`config.mk`:
```
export PLATFORM = sky130hd
export DESIGN_NAME = nsfc_front
export DESIGN_NICKNAME = d
export VERILOG_FILES = /design/src/hw/rtl/nsfc_pkg.sv /design/src/hw/rtl/nsfc_front.sv
export SDC_FILE = /design/constraint.sdc
export NUM_CORES = 1
export LEC_CHECK = 0
export ABC_AREA = 0
export BUFFER_PORTS_ARGS = -buffer_cell sky130_fd_sc_hd__buf_2
export CELL_PAD_IN_SITES_DETAIL_PLACEMENT = 0
export CELL_PAD_IN_SITES_GLOBAL_PLACEMENT = 1
export CORE_MARGIN = 5
export CORE_UTILIZATION = 30
export CTS_BUF_LIST = sky130_fd_sc_hd__clkbuf_4
export DETAILED_ROUTE_END_ITERATION = 8
export PLACE_DENSITY = 0.57
export SLEW_MARGIN = 20
export SYNTH_ARGS = -nofsm -noshare
export SYNTH_HDL_FRONTEND = slang
export SYNTH_SLANG_ARGS = --single-unit
```
`constraint.sdc`:
```
create_clock -name clock -period 4.4 [get_ports clock]
set_input_delay 0.88 -clock clock [delete_from_list [all_inputs] [get_ports clock]]
set_output_delay 0.88 -clock clock [all_outputs]
set_load 0.01 [all_outputs]
```
`src/hw/rtl/nsfc_pkg.sv`:
```
// Shared types, character codes and prefix table for the NMEA sentence framer/checker.
package nsfc_pkg;

   localparam int MaxTextDefault = 128;
   localparam int QueueDepth     = 2;
   localparam int PrefixLen      = 6;
   localparam int KindCount      = 6;

   localparam logic [7:0] CharDollar = 8'h24;
   localparam logic [7:0] CharStar   = 8'h2A;
   localparam logic [7:0] CharCr     = 8'h0D;
   localparam logic [7:0] CharLf     = 8'h0A;
   localparam logic [7:0] CharNul    = 8'h00;

   localparam logic [1:0] KindOther = 2'd0;
   localparam logic [1:0] KindGga   = 2'd1;
   localparam logic [1:0] KindRmc   = 2'd2;
   localparam logic [1:0] KindGsa   = 2'd3;

   // Row order: GPGGA, GNGGA, GPRMC, GNRMC, GPGSA, GNGSA
   localparam logic [7:0] PrefixTable [KindCount][PrefixLen] = '{
      '{8'h24, 8'h47, 8'h50, 8'h47, 8'h47, 8'h41},
      '{8'h24, 8'h47, 8'h4E, 8'h47, 8'h47, 8'h41},
      '{8'h24, 8'h47, 8'h50, 8'h52, 8'h4D, 8'h43},
      '{8'h24, 8'h47, 8'h4E, 8'h52, 8'h4D, 8'h43},
      '{8'h24, 8'h47, 8'h50, 8'h47, 8'h53, 8'h41},
      '{8'h24, 8'h47, 8'h4E, 8'h47, 8'h53, 8'h41}
   };

   typedef struct packed {
      logic       sentence_ok;
      logic [1:0] sentence_kind;
      logic [7:0] computed_sum;
      logic [7:0] stated_sum;
      logic [6:0] text_length;
   } nsfc_record_type;

   typedef struct packed {
      logic            valid;
      nsfc_record_type record;
   } nsfc_push_type;

   // Returns {is_digit, value}.
   function automatic logic [4:0] hex_digit(input logic [7:0] c);
      logic [4:0] result;
      result = 5'd0;
      if (c >= 8'h30 && c <= 8'h39) begin
         result = {1'b1, 4'(c - 8'h30)};
      end else if (c >= 8'h41 && c <= 8'h46) begin
         result = {1'b1, 4'(c - 8'h37)};
      end else if (c >= 8'h61 && c <= 8'h66) begin
         result = {1'b1, 4'(c - 8'h57)};
      end
      return result;
   endfunction

endpackage

```
`src/hw/rtl/nsfc_front.sv`:
```
// Front end: frames sentences byte by byte and builds one record per sentence end.
module nsfc_front #(
   parameter int MAX_TEXT = nsfc_pkg::MaxTextDefault
) (
   input  logic                   clock,
   input  logic                   reset,
   input  logic                   take,
   input  logic [7:0]             rx_byte,
   output nsfc_pkg::nsfc_push_type push
);
   import nsfc_pkg::*;

   localparam int CountW = $clog2(MAX_TEXT);
   localparam logic [CountW-1:0] CountLimit = CountW'(MAX_TEXT - 1);

   logic [CountW-1:0]    count_ff, count_in;
   logic [7:0]           xor_ff, xor_in;
   logic                 star_ff, star_in;
   logic [7:0]           hex_ff, hex_in;
   logic                 hex_stop_ff, hex_stop_in;
   logic                 ended_ff, ended_in;
   logic                 dollar_ff, dollar_in;
   logic [KindCount-1:0] mask_ff, mask_in;

   logic       is_eol;
   logic       sum_ok;
   logic [1:0] kind;
   logic [4:0] digit;
   logic [2:0] pos;
   logic [7:0] len_wide;

   assign is_eol   = (rx_byte == CharCr) || (rx_byte == CharLf);
   assign digit    = hex_digit(rx_byte);
   assign pos      = 3'(count_ff);
   assign len_wide = 8'(count_ff);
   assign sum_ok   = dollar_ff && star_ff && (xor_ff == hex_ff);

   always_comb begin
      kind = KindOther;
      if (sum_ok && count_ff >= CountW'(PrefixLen)) begin
         priority if (|mask_ff[1:0]) begin
            kind = KindGga;
         end else if (|mask_ff[3:2]) begin
            kind = KindRmc;
         end else if (|mask_ff[5:4]) begin
            kind = KindGsa;
         end else begin
            kind = KindOther;
         end
      end
   end

   assign push.record.sentence_ok   = sum_ok;
   assign push.record.sentence_kind = kind;
   assign push.record.computed_sum  = xor_ff;
   assign push.record.stated_sum    = hex_ff;
   assign push.record.text_length   = len_wide[6:0];
   assign push.valid = take && is_eol && (count_ff != '0);

   always_comb begin
      count_in    = count_ff;
      xor_in      = xor_ff;
      star_in     = star_ff;
      hex_in      = hex_ff;
      hex_stop_in = hex_stop_ff;
      ended_in    = ended_ff;
      dollar_in   = dollar_ff;
      mask_in     = mask_ff;
      if (take) begin
         priority if (rx_byte == CharDollar) begin
            count_in    = CountW'(1);
            xor_in      = '0;
            star_in     = 1'b0;
            hex_in      = '0;
            hex_stop_in = 1'b0;
            ended_in    = 1'b0;
            dollar_in   = 1'b1;
            mask_in     = '1;
         end else if (is_eol) begin
            if (count_ff != '0) begin
               count_in    = '0;
               xor_in      = '0;
               star_in     = 1'b0;
               hex_in      = '0;
               hex_stop_in = 1'b0;
               ended_in    = 1'b0;
               dollar_in   = 1'b0;
               mask_in     = '1;
            end
         end else if (count_ff < CountLimit) begin
            count_in = count_ff + CountW'(1);
            if (count_ff == '0) begin
               dollar_in = 1'b0;
            end
            if (!ended_ff) begin
               if (count_ff < CountW'(PrefixLen)) begin
                  for (int i = 0; i < KindCount; i++) begin
                     if (PrefixTable[i][pos] != rx_byte) begin
                        mask_in[i] = 1'b0;
                     end
                  end
               end
               // A zero byte freezes sums, star flag and prefix match
               if (rx_byte == CharNul) begin
                  ended_in = 1'b1;
               end else if (!star_ff) begin
                  if (rx_byte == CharStar) begin
                     star_in = 1'b1;
                  end else if (count_ff != '0) begin
                     xor_in = xor_ff ^ rx_byte;
                  end
               end else if (!hex_stop_ff) begin
                  if (!digit[4]) begin
                     hex_stop_in = 1'b1;
                  end else begin
                     hex_in = {hex_ff[3:0], digit[3:0]};
                  end
               end
            end
         end else begin
            // drop bytes beyond the text limit
         end
      end
   end

   always_ff @(posedge clock) begin
      if (reset) begin
         count_ff    <= '0;
         xor_ff      <= '0;
         star_ff     <= 1'b0;
         hex_ff      <= '0;
         hex_stop_ff <= 1'b0;
         ended_ff    <= 1'b0;
         dollar_ff   <= 1'b0;
         mask_ff     <= '1;
      end else begin
         count_ff    <= count_in;
         xor_ff      <= xor_in;
         star_ff     <= star_in;
         hex_ff      <= hex_in;
         hex_stop_ff <= hex_stop_in;
         ended_ff    <= ended_in;
         dollar_ff   <= dollar_in;
         mask_ff     <= mask_in;
      end
   end

endmodule

```
==> results of run 1 <==
final cells by class:
cell class | count | area share
timing repair buffer | 41 | 0.0738
clock inverter | 2 | 0.00343
sequential | 33 | 0.227
multi-input combinational | 247 | 0.611
clock buffer | 6 | 0.0154
inverter | 18 | 0.0232
tap | 108 | 0.0463
state kept, by name, summed over array words and instances (netlist names):
signal and cells:
ended_ff 1, star_ff 1, dollar_ff 1, xor_ff 8, hex_stop_ff 1, count_ff 7, hex_ff 8, mask_ff 6
how the worst min path moves through the flow:
stage	cells after the start	slack, ps	to
floorplan	2	440	hex_stop_ff$_SDFFE_PP0P_
global placement	2	460	mask_ff[0]$_SDFFE_PP1P_
detailed placement	2	460	mask_ff[0]$_SDFFE_PP1P_
CTS	2	480	mask_ff[0]$_SDFFE_PP1P_
global route	2	520	mask_ff[0]$_SDFFE_PP1P_
finish	2	480	mask_ff[0]$_SDFFE_PP1P_
critical path, delay by kind of cell:
kind	cells	cell delay, ps
fa+ha+maj	1	260
mux	1	290
simple gates	2	460
buf+inv	3	430
layer usage:
layer	vias to the layer above	part of all wire	wire length, um
met5	-	0	0
met4	0	0.017	145
met3	14	0.053	451
met2	60	0.46	3910
met1	1203	0.47	4080
li1	1250	-	-
where the power goes:
group / internal, mW / total [mW] / switching [mW]
Clock: 0.0671 / 0.186 / 0.119
Sequential: 0.313 / 0.330 / 0.0173
Combinational: 0.0698 / 0.183 / 0.113
per-stage QoR:
step	std cells	instance area, um^2
2_1_floorplan	317	2600
3_3_place_gp	447	2860
3_5_place_dp	447	2860
4_1_cts	455	2920
5_1_grt	455	2920
6_report	455	2920
cell usage in the layout (no fill, tap or decap), types with 12 or more instances in the layout:
| cell | n |
|---|---|
| sky130_fd_sc_hd__dfxtp_1 | 33 |
| sky130_fd_sc_hd__nand3_1 | 13 |
| sky130_fd_sc_hd__xnor2_1 | 19 |
| sky130_fd_sc_hd__a21oi_1 | 17 |
| sky130_fd_sc_hd__ha_1 | 16 |
| sky130_fd_sc_hd__o21ai_0 | 13 |
| sky130_fd_sc_hd__buf_2 | 37 |
| sky130_fd_sc_hd__nor2_1 | 12 |
| sky130_fd_sc_hd__inv_1 | 16 |
| sky130_fd_sc_hd__nand2_1 | 19 |
cell families after synthesis:
logic type | count (synthesis) | share of synthesized area
and+or+nand+nor | 109 | 0.253
AOI/OAI and AO/OA | 92 | 0.251
buffers and inverters | 37 | 0.0602
xor gates and xnor gates | 25 | 0.0842
muxes | 5 | 0.0212
adders and majority gates | 16 | 0.0770
DFF | 33 | 0.254
==> results.txt, run 1 <==
The total negative slack came out at 0 ps. The leakage power total came out at about 1.2 nW. The routed wire length per instance came out at 18.9 um. The final count of negative-setup-slack endpoints came out at 0. STA classifies the critical path endpoint as a primary output. The number of antenna violations at the first check in global routing came out at 0. The clock root buffer is sky130_fd_sc_hd__clkbuf_4. The most used flip-flop cell after synthesis is sky130_fd_sc_hd__dfxtp_1. The final antenna-violating net count came out at 0. Static timing analysis puts the maximum clock frequency at 0.313 GHz.

Post-CTS repair changed the size of 0 cells. The final number of hold-violating endpoints came out at 0. In this run the mean area of a mapped cell was ~8.2 um^2. The global-route wire length before repair is around 13000 um. The flow ran to the end, and the final reports show no timing, DRC or antenna violations. The via count normalized by instance count is about 5.6. For met1 alone, demand over resource in global routing was 0.235. For the pin with the worst max-slew slack, the measured transition is around 650 ps. The maximum fanout encountered on the critical timing path came out at 8.

The floorplan step defined a core boundary enclosing 0.00859 mm^2. The worst stage delay on the critical path is between 200 and 300 ps. The worst setup path is of the in -> out kind. The global-route total usage across every layer is 0.165.

The first-iteration detailed-routing DRC count is 134. The worst-case headroom to the max-slew limit came out at 0.560. The initial core utilization is 0.303.

The min-delay analysis places its worst path in the category reg -> reg. STA classifies the critical path startpoint as an input port. The maximum number of buffers from clock root to sink came out at 2. The share of Yosys cell area claimed by the top area cell type is 0.254. The most critical setup path has its startpoint at rx_byte[0]. The count of mapped cells out of synthesis is 317. The commonest cells after synthesis are sky130_fd_sc_hd__dfxtp_1, sky130_fd_sc_hd__nand2_1, sky130_fd_sc_hd__xnor2_1. The setup slack on the worst flop-to-flop path is about 1800 ps. The pre-antenna-repair detailed-routing pass consisted of 4 iterations. The maximum vdd ir drop is 98.6 uV.

The portion of the clock cycle consumed by the worst path in the final layout is 0.727. Following the worst setup path forward leads to its endpoint at push[26]. The number of nets handed over by synthesis was 344. The met2 capacity usage during global routing is 0.254. met2 is the most crowded layer.

The setup slack of the critical path after layout is roughly 1200 ps. The combined flip-flop and latch cell area is between 600 and 700 um^2. The critical path goes through buf_2 -> inv_1 -> ha_1 -> mux2_2 -> and3_1 -> and3_1 -> buf_2. The number of flops mapped to enable cells by yosys came out at 0. The width of the die is between 100 and 150 um. The via count of the first global-routing pass was approximately 2300. The count of clock tree sinks is 33. Buffers inserted during clock tree synthesis total 5.

The H-tree generated during clock tree synthesis spans 2 levels. The aggregate global routing overflow came out at 0. The required time of the critical path came out at 3520 ps. The filler cells instantiated in the layout total approximately 930.

The portion of the post-synthesis area used by sequential elements came out at 0.254. The worst-case reg-to-reg path depth is 5. Detailed routing inserted a total of between 2000 and 3000 vias. The final weighted congestion in routability-driven placement came out at about 0.88. Yosys mapped the design onto 64 distinct sky130hd cell types. The clock latency reported for the late side of the worst-skew pair is 360 ps. The number of cell rows came out at 34. The worst hold margin came out at between 400 and 500 ps. Across the run, the number of max-cap violations was 0. The arrival time at the worst endpoint is approximately 2300 ps.

The detailed-route DRC error count is 0. The area added between synthesis and finish is 12.2%. The area occupied by multi-input gates is roughly 0.0018 mm^2. The repair_antennas step left the layout with diodes totalling 0. The global routing met3 resource utilization came out at 0.0311.

The total power draw came out at 0.699 mW. Input and output buffers added on the ports amount to 37. The clock tree skew after final layout came out at between 20 and 25 ps. The biggest area contributor in the post-synthesis netlist is sky130_fd_sc_hd__dfxtp_1. The total of warnings raised by yosys is 0.

Before CTS, the worst setup slack after placement is around 1200 ps. Counting I/O delays and the setup requirement, the final critical path takes roughly 3200 ps. After synthesis the netlist holds a flip-flop and latch count of 33. The share of the core filled with cells in the final layout is 0.339.

The final routed wirelength across all metal layers is about 8600 um. By area the synthesized netlist is led by sky130_fd_sc_hd__dfxtp_1, sky130_fd_sc_hd__ha_1, sky130_fd_sc_hd__xnor2_1, sky130_fd_sc_hd__a21oi_1, sky130_fd_sc_hd__nand2_1. In the post-synthesis netlist, the cell with the most instances is sky130_fd_sc_hd__dfxtp_1. At the end of the flow, the number of nets in the layout was between 300 and 400.

The total standard cell area after synthesis is 0.00260 mm^2. The worst hold path begins at mask_ff[0]$_SDFFE_PP1P_. The die covers 0.0106 mm^2. The largest net degree at the start of global routing is 23. The number of setup buffers added after CTS is 0. The max-slew violation count is 0.

The vertical extent of the die is between 100 and 150 um. In this run, post-CTS hold repair placed 0 buffers. Setup repair after global routing left no endpoint under its margin.

TritonCTS built the clock tree. The total I/O pin count is 38. The startpoint identified for the worst register-to-register timing path is count_ff[6]$_SDFFE_PP0P_. The half-perimeter wire length of the detailed placement result is around 6500 um. The endpoint identified for the worst register-to-register timing path is mask_ff[5]$_SDFFE_PP1P_.

The total power density per cell area is approximately 240 mW/mm^2. After synthesis, the share of flip-flops with an asynchronous set or reset is 0. After clock tree synthesis, the clock-pin slew on the worst setup and hold paths is about 100 ps. The fraction of final layout cells sized beyond drive strength 1 came out at 0.207. The slowest cell on the critical path is sky130_fd_sc_hd__mux2_2.
(Power assumes the default switching activity.)
==> inputs of run 2 (changes only) <==
PLACE_DENSITY = 0.59   (was 0.57)
clock period = 2.74 ns   (was 4.4 ns; I/O delays follow)
==> run 2 against run 1 <==
Net effect: wire length is 3.2% lower; clock power grew 110%; cell count increased by 4.6%; sequential power up 60%; clock skew down 16 ps; power is 76% higher; sequential share of layout area is 1.4 points lower; non-clock buffer count grew 21; design area grew 6.5%; first-iteration DRC count up 78%; critical path depth is the same; combinational power increased by 69%; largest power group unchanged; highest routed layer unchanged.
==> results.txt, run 2 (same netlist as run 1, synthesis figures left out) <==
The flow ran to the end, and the final reports show no timing, DRC or antenna violations. The worst setup path is launched from a flip-flop. The routed via count is 2582 (+2.2%). The final routed wirelength across all metal layers came out at 8310 um (-3.2%). The global-route total usage across every layer is 0.167 (+0.00137). The post-layout net count is 394 (+5.6%).

The largest net degree at the start of global routing was 21 (-8.7%). The type of element capturing the critical path is a primary output. The combined flip-flop and latch cell area is 661 um^2 (unchanged). The final antenna-violating net count is 0 (unchanged). The number of cell rows came to 34 (unchanged). The count of clock tree sinks came to 33 (unchanged).

The initial core utilization is 0.303 (unchanged). The filler cell count in the final layout came out at 947 (+1.7%). The signal on the critical path passes through inv_1 -> ha_1 -> inv_1 -> o211ai_1 -> nand2_1 -> a21oi_1 -> buf_2.

The worst hold path belongs to the class reg -> reg. The global-route wire length before repair came out at 13700 um (+2.8%). The final weighted congestion in routability-driven placement came out at 0.810 (-8.2%). The portion of the clock cycle consumed by the worst path in the final layout came out at 0.912. The total CTS buffers is 5 (unchanged). The leakage power total came out at 1.27 nW (+9.4%). The half-perimeter wire length of the detailed placement result is 6510 um (-0.46%). The peak clock frequency supported by timing came out at around 0.4 GHz. The detailed-route DRC error count is 0 (unchanged).

By startpoint and endpoint, the worst setup path is classified as reg -> out. The final antenna diode count is 0 (unchanged). The required time of the critical path is 2190 ps (-1330 ps). The maximum vdd ir drop is 239 uV (+140%). The number of antenna violations at the first check in global routing is 0 (unchanged). The cell family contributing the most delay on the critical path is buffers and inverters.

The number of max-cap violations was 0 (unchanged). The via count normalized by instance count is 5.42 (-2.3%). The library cell used most frequently in the layout, excluding fill and tap cells, is sky130_fd_sc_hd__buf_2. The pin slew with the least headroom to its limit was 613 ps (-40.4 ps). The worst-case headroom to the max-slew limit is 0.589 (+0.0288).

The arrival time at the worst endpoint is 1950 ps (-370 ps). The first-iteration detailed-routing DRC count came out at 239 (+78%). The routed wire length per instance is 17.5 um (-7.5%). The area of the placeable core came out at 0.00859 mm^2 (unchanged). The via count of the first global-routing pass is 2490 (+7.1%). The minimum clock period after layout came out at around 2500 ps.

The clock latency reported for the late side of the worst-skew pair came out at 340 ps (-20 ps). The maximum fanout encountered on the critical timing path was 7 (-1). The most common cell type on the critical path is sky130_fd_sc_hd__inv_1.

Setup repair after global routing left no endpoint under its margin. The register clock-pin slew on the reported worst setup and hold paths is 120 ps (+20 ps). In the final layout, the registers with the most flip-flops are hex_ff (8), xor_ff (8), count_ff (7). The total of cells resized after clock tree synthesis was 0 (unchanged). The width of the die came out at 103 um (unchanged). The aggregate global routing overflow came out at 0 (unchanged). The maximum number of buffers from clock root to sink was 2 (unchanged). The area added between synthesis and finish came out at 19.4%.

The count of TritonRoute iterations in the first routing pass came out at 4 (unchanged). The final number of hold-violating endpoints came out at 0 (unchanged). The total power density per cell area came to 396 mW/mm^2 (+65%). The post-CTS setup buffer count is 0 (unchanged).

The max-slew violation count is 0 (unchanged). The total die area is 0.0106 mm^2 (unchanged). The area occupied by multi-input gates came out at 0.00179 mm^2 (+0.42%).

The clock tree skew after final layout is 4.39 ps (-16.3 ps). The vertical extent of the die is 103 um (unchanged). TritonCTS built the clock tree.

The slowest stage of the critical path belongs to the cell sky130_fd_sc_hd__ha_1. The worst hold margin is 477 ps (+0.401 ps). The total negative slack came out at 0 ps (unchanged). The total I/O pin count came out at 38 (unchanged). The number of hold buffers added after cts came out at 0 (unchanged). The final count of negative-setup-slack endpoints is 0 (unchanged). The top cell types in the final layout, fill and taps aside, are sky130_fd_sc_hd__buf_2, sky130_fd_sc_hd__dfxtp_1, sky130_fd_sc_hd__buf_4. The worst stage delay on the critical path came to 350 ps (+60 ps).

The number of levels the H-tree was split into came out at 2 (unchanged). The fraction of final layout cells sized beyond drive strength 1 is 0.250 (+0.0425). The clock root buffer is sky130_fd_sc_hd__clkbuf_4. The buffer and inverter count on the worst path is 3 (unchanged). The number of port buffers came out at 37 (unchanged).
==> run 2: cell types whose count changed in the layout (fill, tap and decap cells not counted), sizes merged <==
cell    previous run  this run
clkinv             4         3
bufinv             0         1
buf               41        62
==> run 2: power breakdown <==
| group | internal [mW] | switching (mW) |
|---|---|---|
| Sequential | 0.502 | 0.0274 |
| Combinational | 0.130 | 0.180 |
| Clock | 0.200 | 0.190 |
| Total | 0.832 | 0.397 |
==> run 2: through the flow <==
stage               instances  worst slack, ps  area [um^2]  total power, mW  utilization
floorplan                 317             41.7         2610            0.739            -
global placement          468              146         3030            0.851        0.352
detailed placement        468             70.1         3030            0.852        0.352
CTS                       476              214         3110             1.24        0.361
global route              476             41.4         3110             1.30        0.361
finish                    476              241         3110             1.23        0.361
==> run 2: worst paths after layout <==
kind                                          startpoint                        to  slack (ps)  cells past startpoint
worst max-delay path            count_ff[0]$_SDFFE_PP0P_                  push[23]         240                      7
worst min-delay path             mask_ff[0]$_SDFFE_PP1P_   mask_ff[0]$_SDFFE_PP1P_         480                      2
worst max register to register  count_ff[1]$_SDFFE_PP0P_  count_ff[4]$_SDFFE_PP0P_         420                      7
worst min register to register   mask_ff[0]$_SDFFE_PP1P_   mask_ff[0]$_SDFFE_PP1P_         480                      2
==> run 2: area by class of cell <==
class | instances | share of cell area
flip-flops and latches | 33 | 0.213
inverters | 18 | 0.0218
well taps | 108 | 0.0435
multi-input cells | 247 | 0.577
repair buffers | 62 | 0.120
clock buffers | 6 | 0.0145
clock inverters | 2 | 0.0109
==> run 2: worst min-delay path, cell delays in order (launching register included) <==
cell and delay (ps):
sky130_fd_sc_hd__dfxtp_1 330, sky130_fd_sc_hd__inv_1 40, sky130_fd_sc_hd__o21ai_0 60
==> run 2: per-layer routing <==
metal / GRT usage / vias up / share of wire
met3: 0.0257 / 9 / 0.037
li1: - / 1301 / -
met2: 0.264 / 46 / 0.46
met1: 0.236 / 1226 / 0.49
met4: 0.0428 / 0 / 0.014
met5: 0 / - / 0
==> inputs of run 3 (changes only) <==
==> constraint.sdc (replaced) <==
create_clock -name clock -period 2.74 [get_ports clock]
set_input_delay 0.274 -clock clock [delete_from_list [all_inputs] [get_ports clock]]
set_output_delay 0.274 -clock clock [all_outputs]
set_load 0.01 [all_outputs]
==> run 3 against run 2 <==
Net effect: power fell by 7.7%; core utilization fell by 0.57 points; non-clock buffer count fell by 4; register-to-register slack improved by 50 ps; hold slack got worse by 270 ps; design area fell by 1.6%; critical endpoint is now count_ff[6]$_SDFFE_PP0P_; largest cell class unchanged.
==> results.txt, run 3 (same netlist as run 1, synthesis figures left out) <==
The required time of the critical path is 3030 ps (+840 ps). The number of port buffers was 37 (unchanged). The cell area after layout is 0.00306 mm^2 (-1.6%). The library cell used most frequently in the layout, excluding fill and tap cells, is sky130_fd_sc_hd__buf_2. The area growth from synthesis to layout is 17.6%. The total of cells resized after clock tree synthesis is 0 (unchanged). The switching power came out at 0.406 mW (+2.3%).

The maximum fanout encountered on the critical timing path is 12 (+5). The number of levels the H-tree was split into was 2 (unchanged). The final weighted congestion in routability-driven placement is 0.904 (+12%).

The pin slew with the least headroom to its limit came out at 687 ps (+73.3 ps). The first-iteration detailed-routing DRC count was 198 (-17%). The total I/O pin count came out at 38 (unchanged). The number of hold buffers added after cts came out at 0 (unchanged). The post-layout net count was 390 (-1.0%). The count of TritonRoute iterations in the first routing pass came out at 4 (unchanged). The aggregate global routing overflow came out at 0 (unchanged). The routed via count is 2530 (-2.0%). The max-slew violation count is 0 (unchanged). The critical path in this run is classified as reg -> reg.

The area of the placeable core came out at 0.00859 mm^2 (unchanged). The portion of the clock cycle consumed by the worst path in the final layout is 0.830 (-0.0825). The library cells used most frequently in the layout, excluding fill and tap cells, are sky130_fd_sc_hd__buf_2, sky130_fd_sc_hd__dfxtp_1, sky130_fd_sc_hd__buf_4.

The via count of the first global-routing pass is 2387 (-4.1%). The total negative slack is 0 ps (unchanged). The width of the die is 103 um (unchanged). The number of cell rows is 34 (unchanged).

The initial core utilization is 0.303 (unchanged). The largest net degree at the start of global routing came out at 20 (-4.8%). In this run the clock root is driven by a sky130_fd_sc_hd__clkbuf_4. Setup repair after global routing left no endpoint under its margin. The minimum clock period after layout came out at 2270 ps (-226 ps). TritonCTS built the clock tree.

The flow ran to the end, and the final reports show no timing, DRC or antenna violations. The placed instance area is 0.00300 mm^2 (-0.83%). The worst stage delay on the critical path was 490 ps (+140 ps). STA classifies the critical path startpoint as a flip-flop. The global-route total usage across every layer was 0.163 (-0.00411). The maximum vdd ir drop is 151 uV (-37%). The setup slack after placement came to 230 ps (+160 ps). The global-route wire length before repair came to 13500 um (-1.9%). The number of max-cap violations is 0 (unchanged).

The peak clock frequency supported by timing is 0.440 GHz (+9.9%). The cell-internal power is 0.728 mW (-12%). The worst-case headroom to the max-slew limit is 0.540 (-0.0491). The setup slack of the critical path after layout came out at 467 ps (+226 ps). The detailed-route DRC error count was 0 (unchanged). The path class of the tightest hold or removal check is in -> reg. The via count normalized by instance count came out at 5.36 (-1.2%). The switching part of the total was 0.358 (+0.0351). The arrival time at the worst endpoint came to 2560 ps (+610 ps). The total die area came out at 0.0106 mm^2 (unchanged). The total CTS buffers is 5 (unchanged). The maximum number of buffers from clock root to sink came out at 2 (unchanged).

The part of the total power dissipated in the clock network came out at 0.262 (-0.055). The final antenna-violating net count came out at 0 (unchanged). The leakage power total is 1.25 nW (-2.2%). The worst hold margin came out at 211 ps (-266 ps). The total power density per cell area came out at 371 mW/mm^2 (-6.2%). The register clock-pin slew on the reported worst setup and hold paths is 140 ps (+20 ps). The clock latency reported for the late side of the worst-skew pair came to 360 ps (+20 ps). The half-perimeter wire length of the detailed placement result is 6470 um (-0.74%). The clock tree skew after final layout was 25.0 ps (+20.6 ps). The combinational power share came to 0.273 (+0.021). The kind of cell with the highest combined delay along the critical path is simple AND/OR/NAND/NOR gates. The type of element capturing the critical path is a flip-flop. The slowest cell on the critical path is sky130_fd_sc_hd__or4_1. The vertical extent of the die came out at 103 um (unchanged). The final antenna diode count came to 0 (unchanged). The sequential share of power came out at 0.466 (+0.035).

The number of antenna violations at the first check in global routing is 0 (unchanged). The count of clock tree sinks is 33 (unchanged). The share of the core filled with cells in the final layout is 0.356 (-0.00568).

The buffer and inverter count on the worst path came out at 2 (-1). The critical path goes through clkinv_1 -> nand3_1 -> o21ai_0 -> buf_12 -> or4_1 -> a21oi_1. The filler cell count in the final layout came out at 913 (-3.6%). The routed wire length per instance came to 17.7 um (+1.6%). The post-CTS setup buffer count came out at 0 (unchanged). The final number of hold-violating endpoints is 0 (unchanged).

In the final layout, the registers with the most flip-flops are hex_ff (8), xor_ff (8), count_ff (7). The final count of negative-setup-slack endpoints is 0 (unchanged). The fraction of final layout cells sized beyond drive strength 1 is 0.245 (-0.00549). The final routed wirelength across all metal layers came out at 8370 um (+0.73%).
-- run 3: power by group through the flow --
stage | logic [mW] | clock network [mW] | registers (mW)
4_1_cts | 0.310 | 0.306 | 0.529
5_1_grt | 0.342 | 0.325 | 0.533
6_report | 0.309 | 0.297 | 0.528
2_1_floorplan | 0.197 | 0 | 0.542
3_5_place_dp | 0.310 | 0 | 0.540
3_3_place_gp | 0.311 | 0 | 0.539
-- run 3: layout make-up --
cell class / count / area (um^2) / share of cell area
clock inverter: 3 / 17.5 / 0.00573
clock buffer: 5 / 37.5 / 0.0123
tap: 108 / 135 / 0.0442
sequential: 33 / 661 / 0.216
multi-input combinational: 247 / 1780 / 0.583
inverter: 18 / 67.6 / 0.0221
timing repair buffer: 58 / 355 / 0.116
-- run 3: path summary, 6_finish.rpt --
check                                start                        to  slack [ps]  cells after the start
hold reg to reg    mask_ff[0]$_SDFFE_PP1P_   mask_ff[0]$_SDFFE_PP1P_         480                      2
hold / removal                        take    dollar_ff$_SDFFE_PP0P_         210                      3
setup reg to reg  count_ff[2]$_SDFFE_PP0P_  count_ff[6]$_SDFFE_PP0P_         470                      6
setup / recovery  count_ff[2]$_SDFFE_PP0P_  count_ff[6]$_SDFFE_PP0P_         470                      6
-- run 3: through the flow --
stage,cells,total power [mW]
after floorplan,317,0.739
after global placement,464,0.850
after CTS,472,1.15
after detailed placement,464,0.849
final,472,1.13
after global routing,472,1.20
-- run 3: worst register-to-register path: stages (launching register included) --
cell,delay [ps]
sky130_fd_sc_hd__dfxtp_1,480
sky130_fd_sc_hd__clkinv_1,300
sky130_fd_sc_hd__nand3_1,310
sky130_fd_sc_hd__o21ai_0,240
sky130_fd_sc_hd__buf_12,210
sky130_fd_sc_hd__or4_1,500
sky130_fd_sc_hd__a21oi_1,150
-- run 3: per-layer routing --
layer,track usage,routed length [um]
met4,0.0269,59
met3,0.0304,503
met2,0.260,3840
met1,0.231,3970
met5,0,0
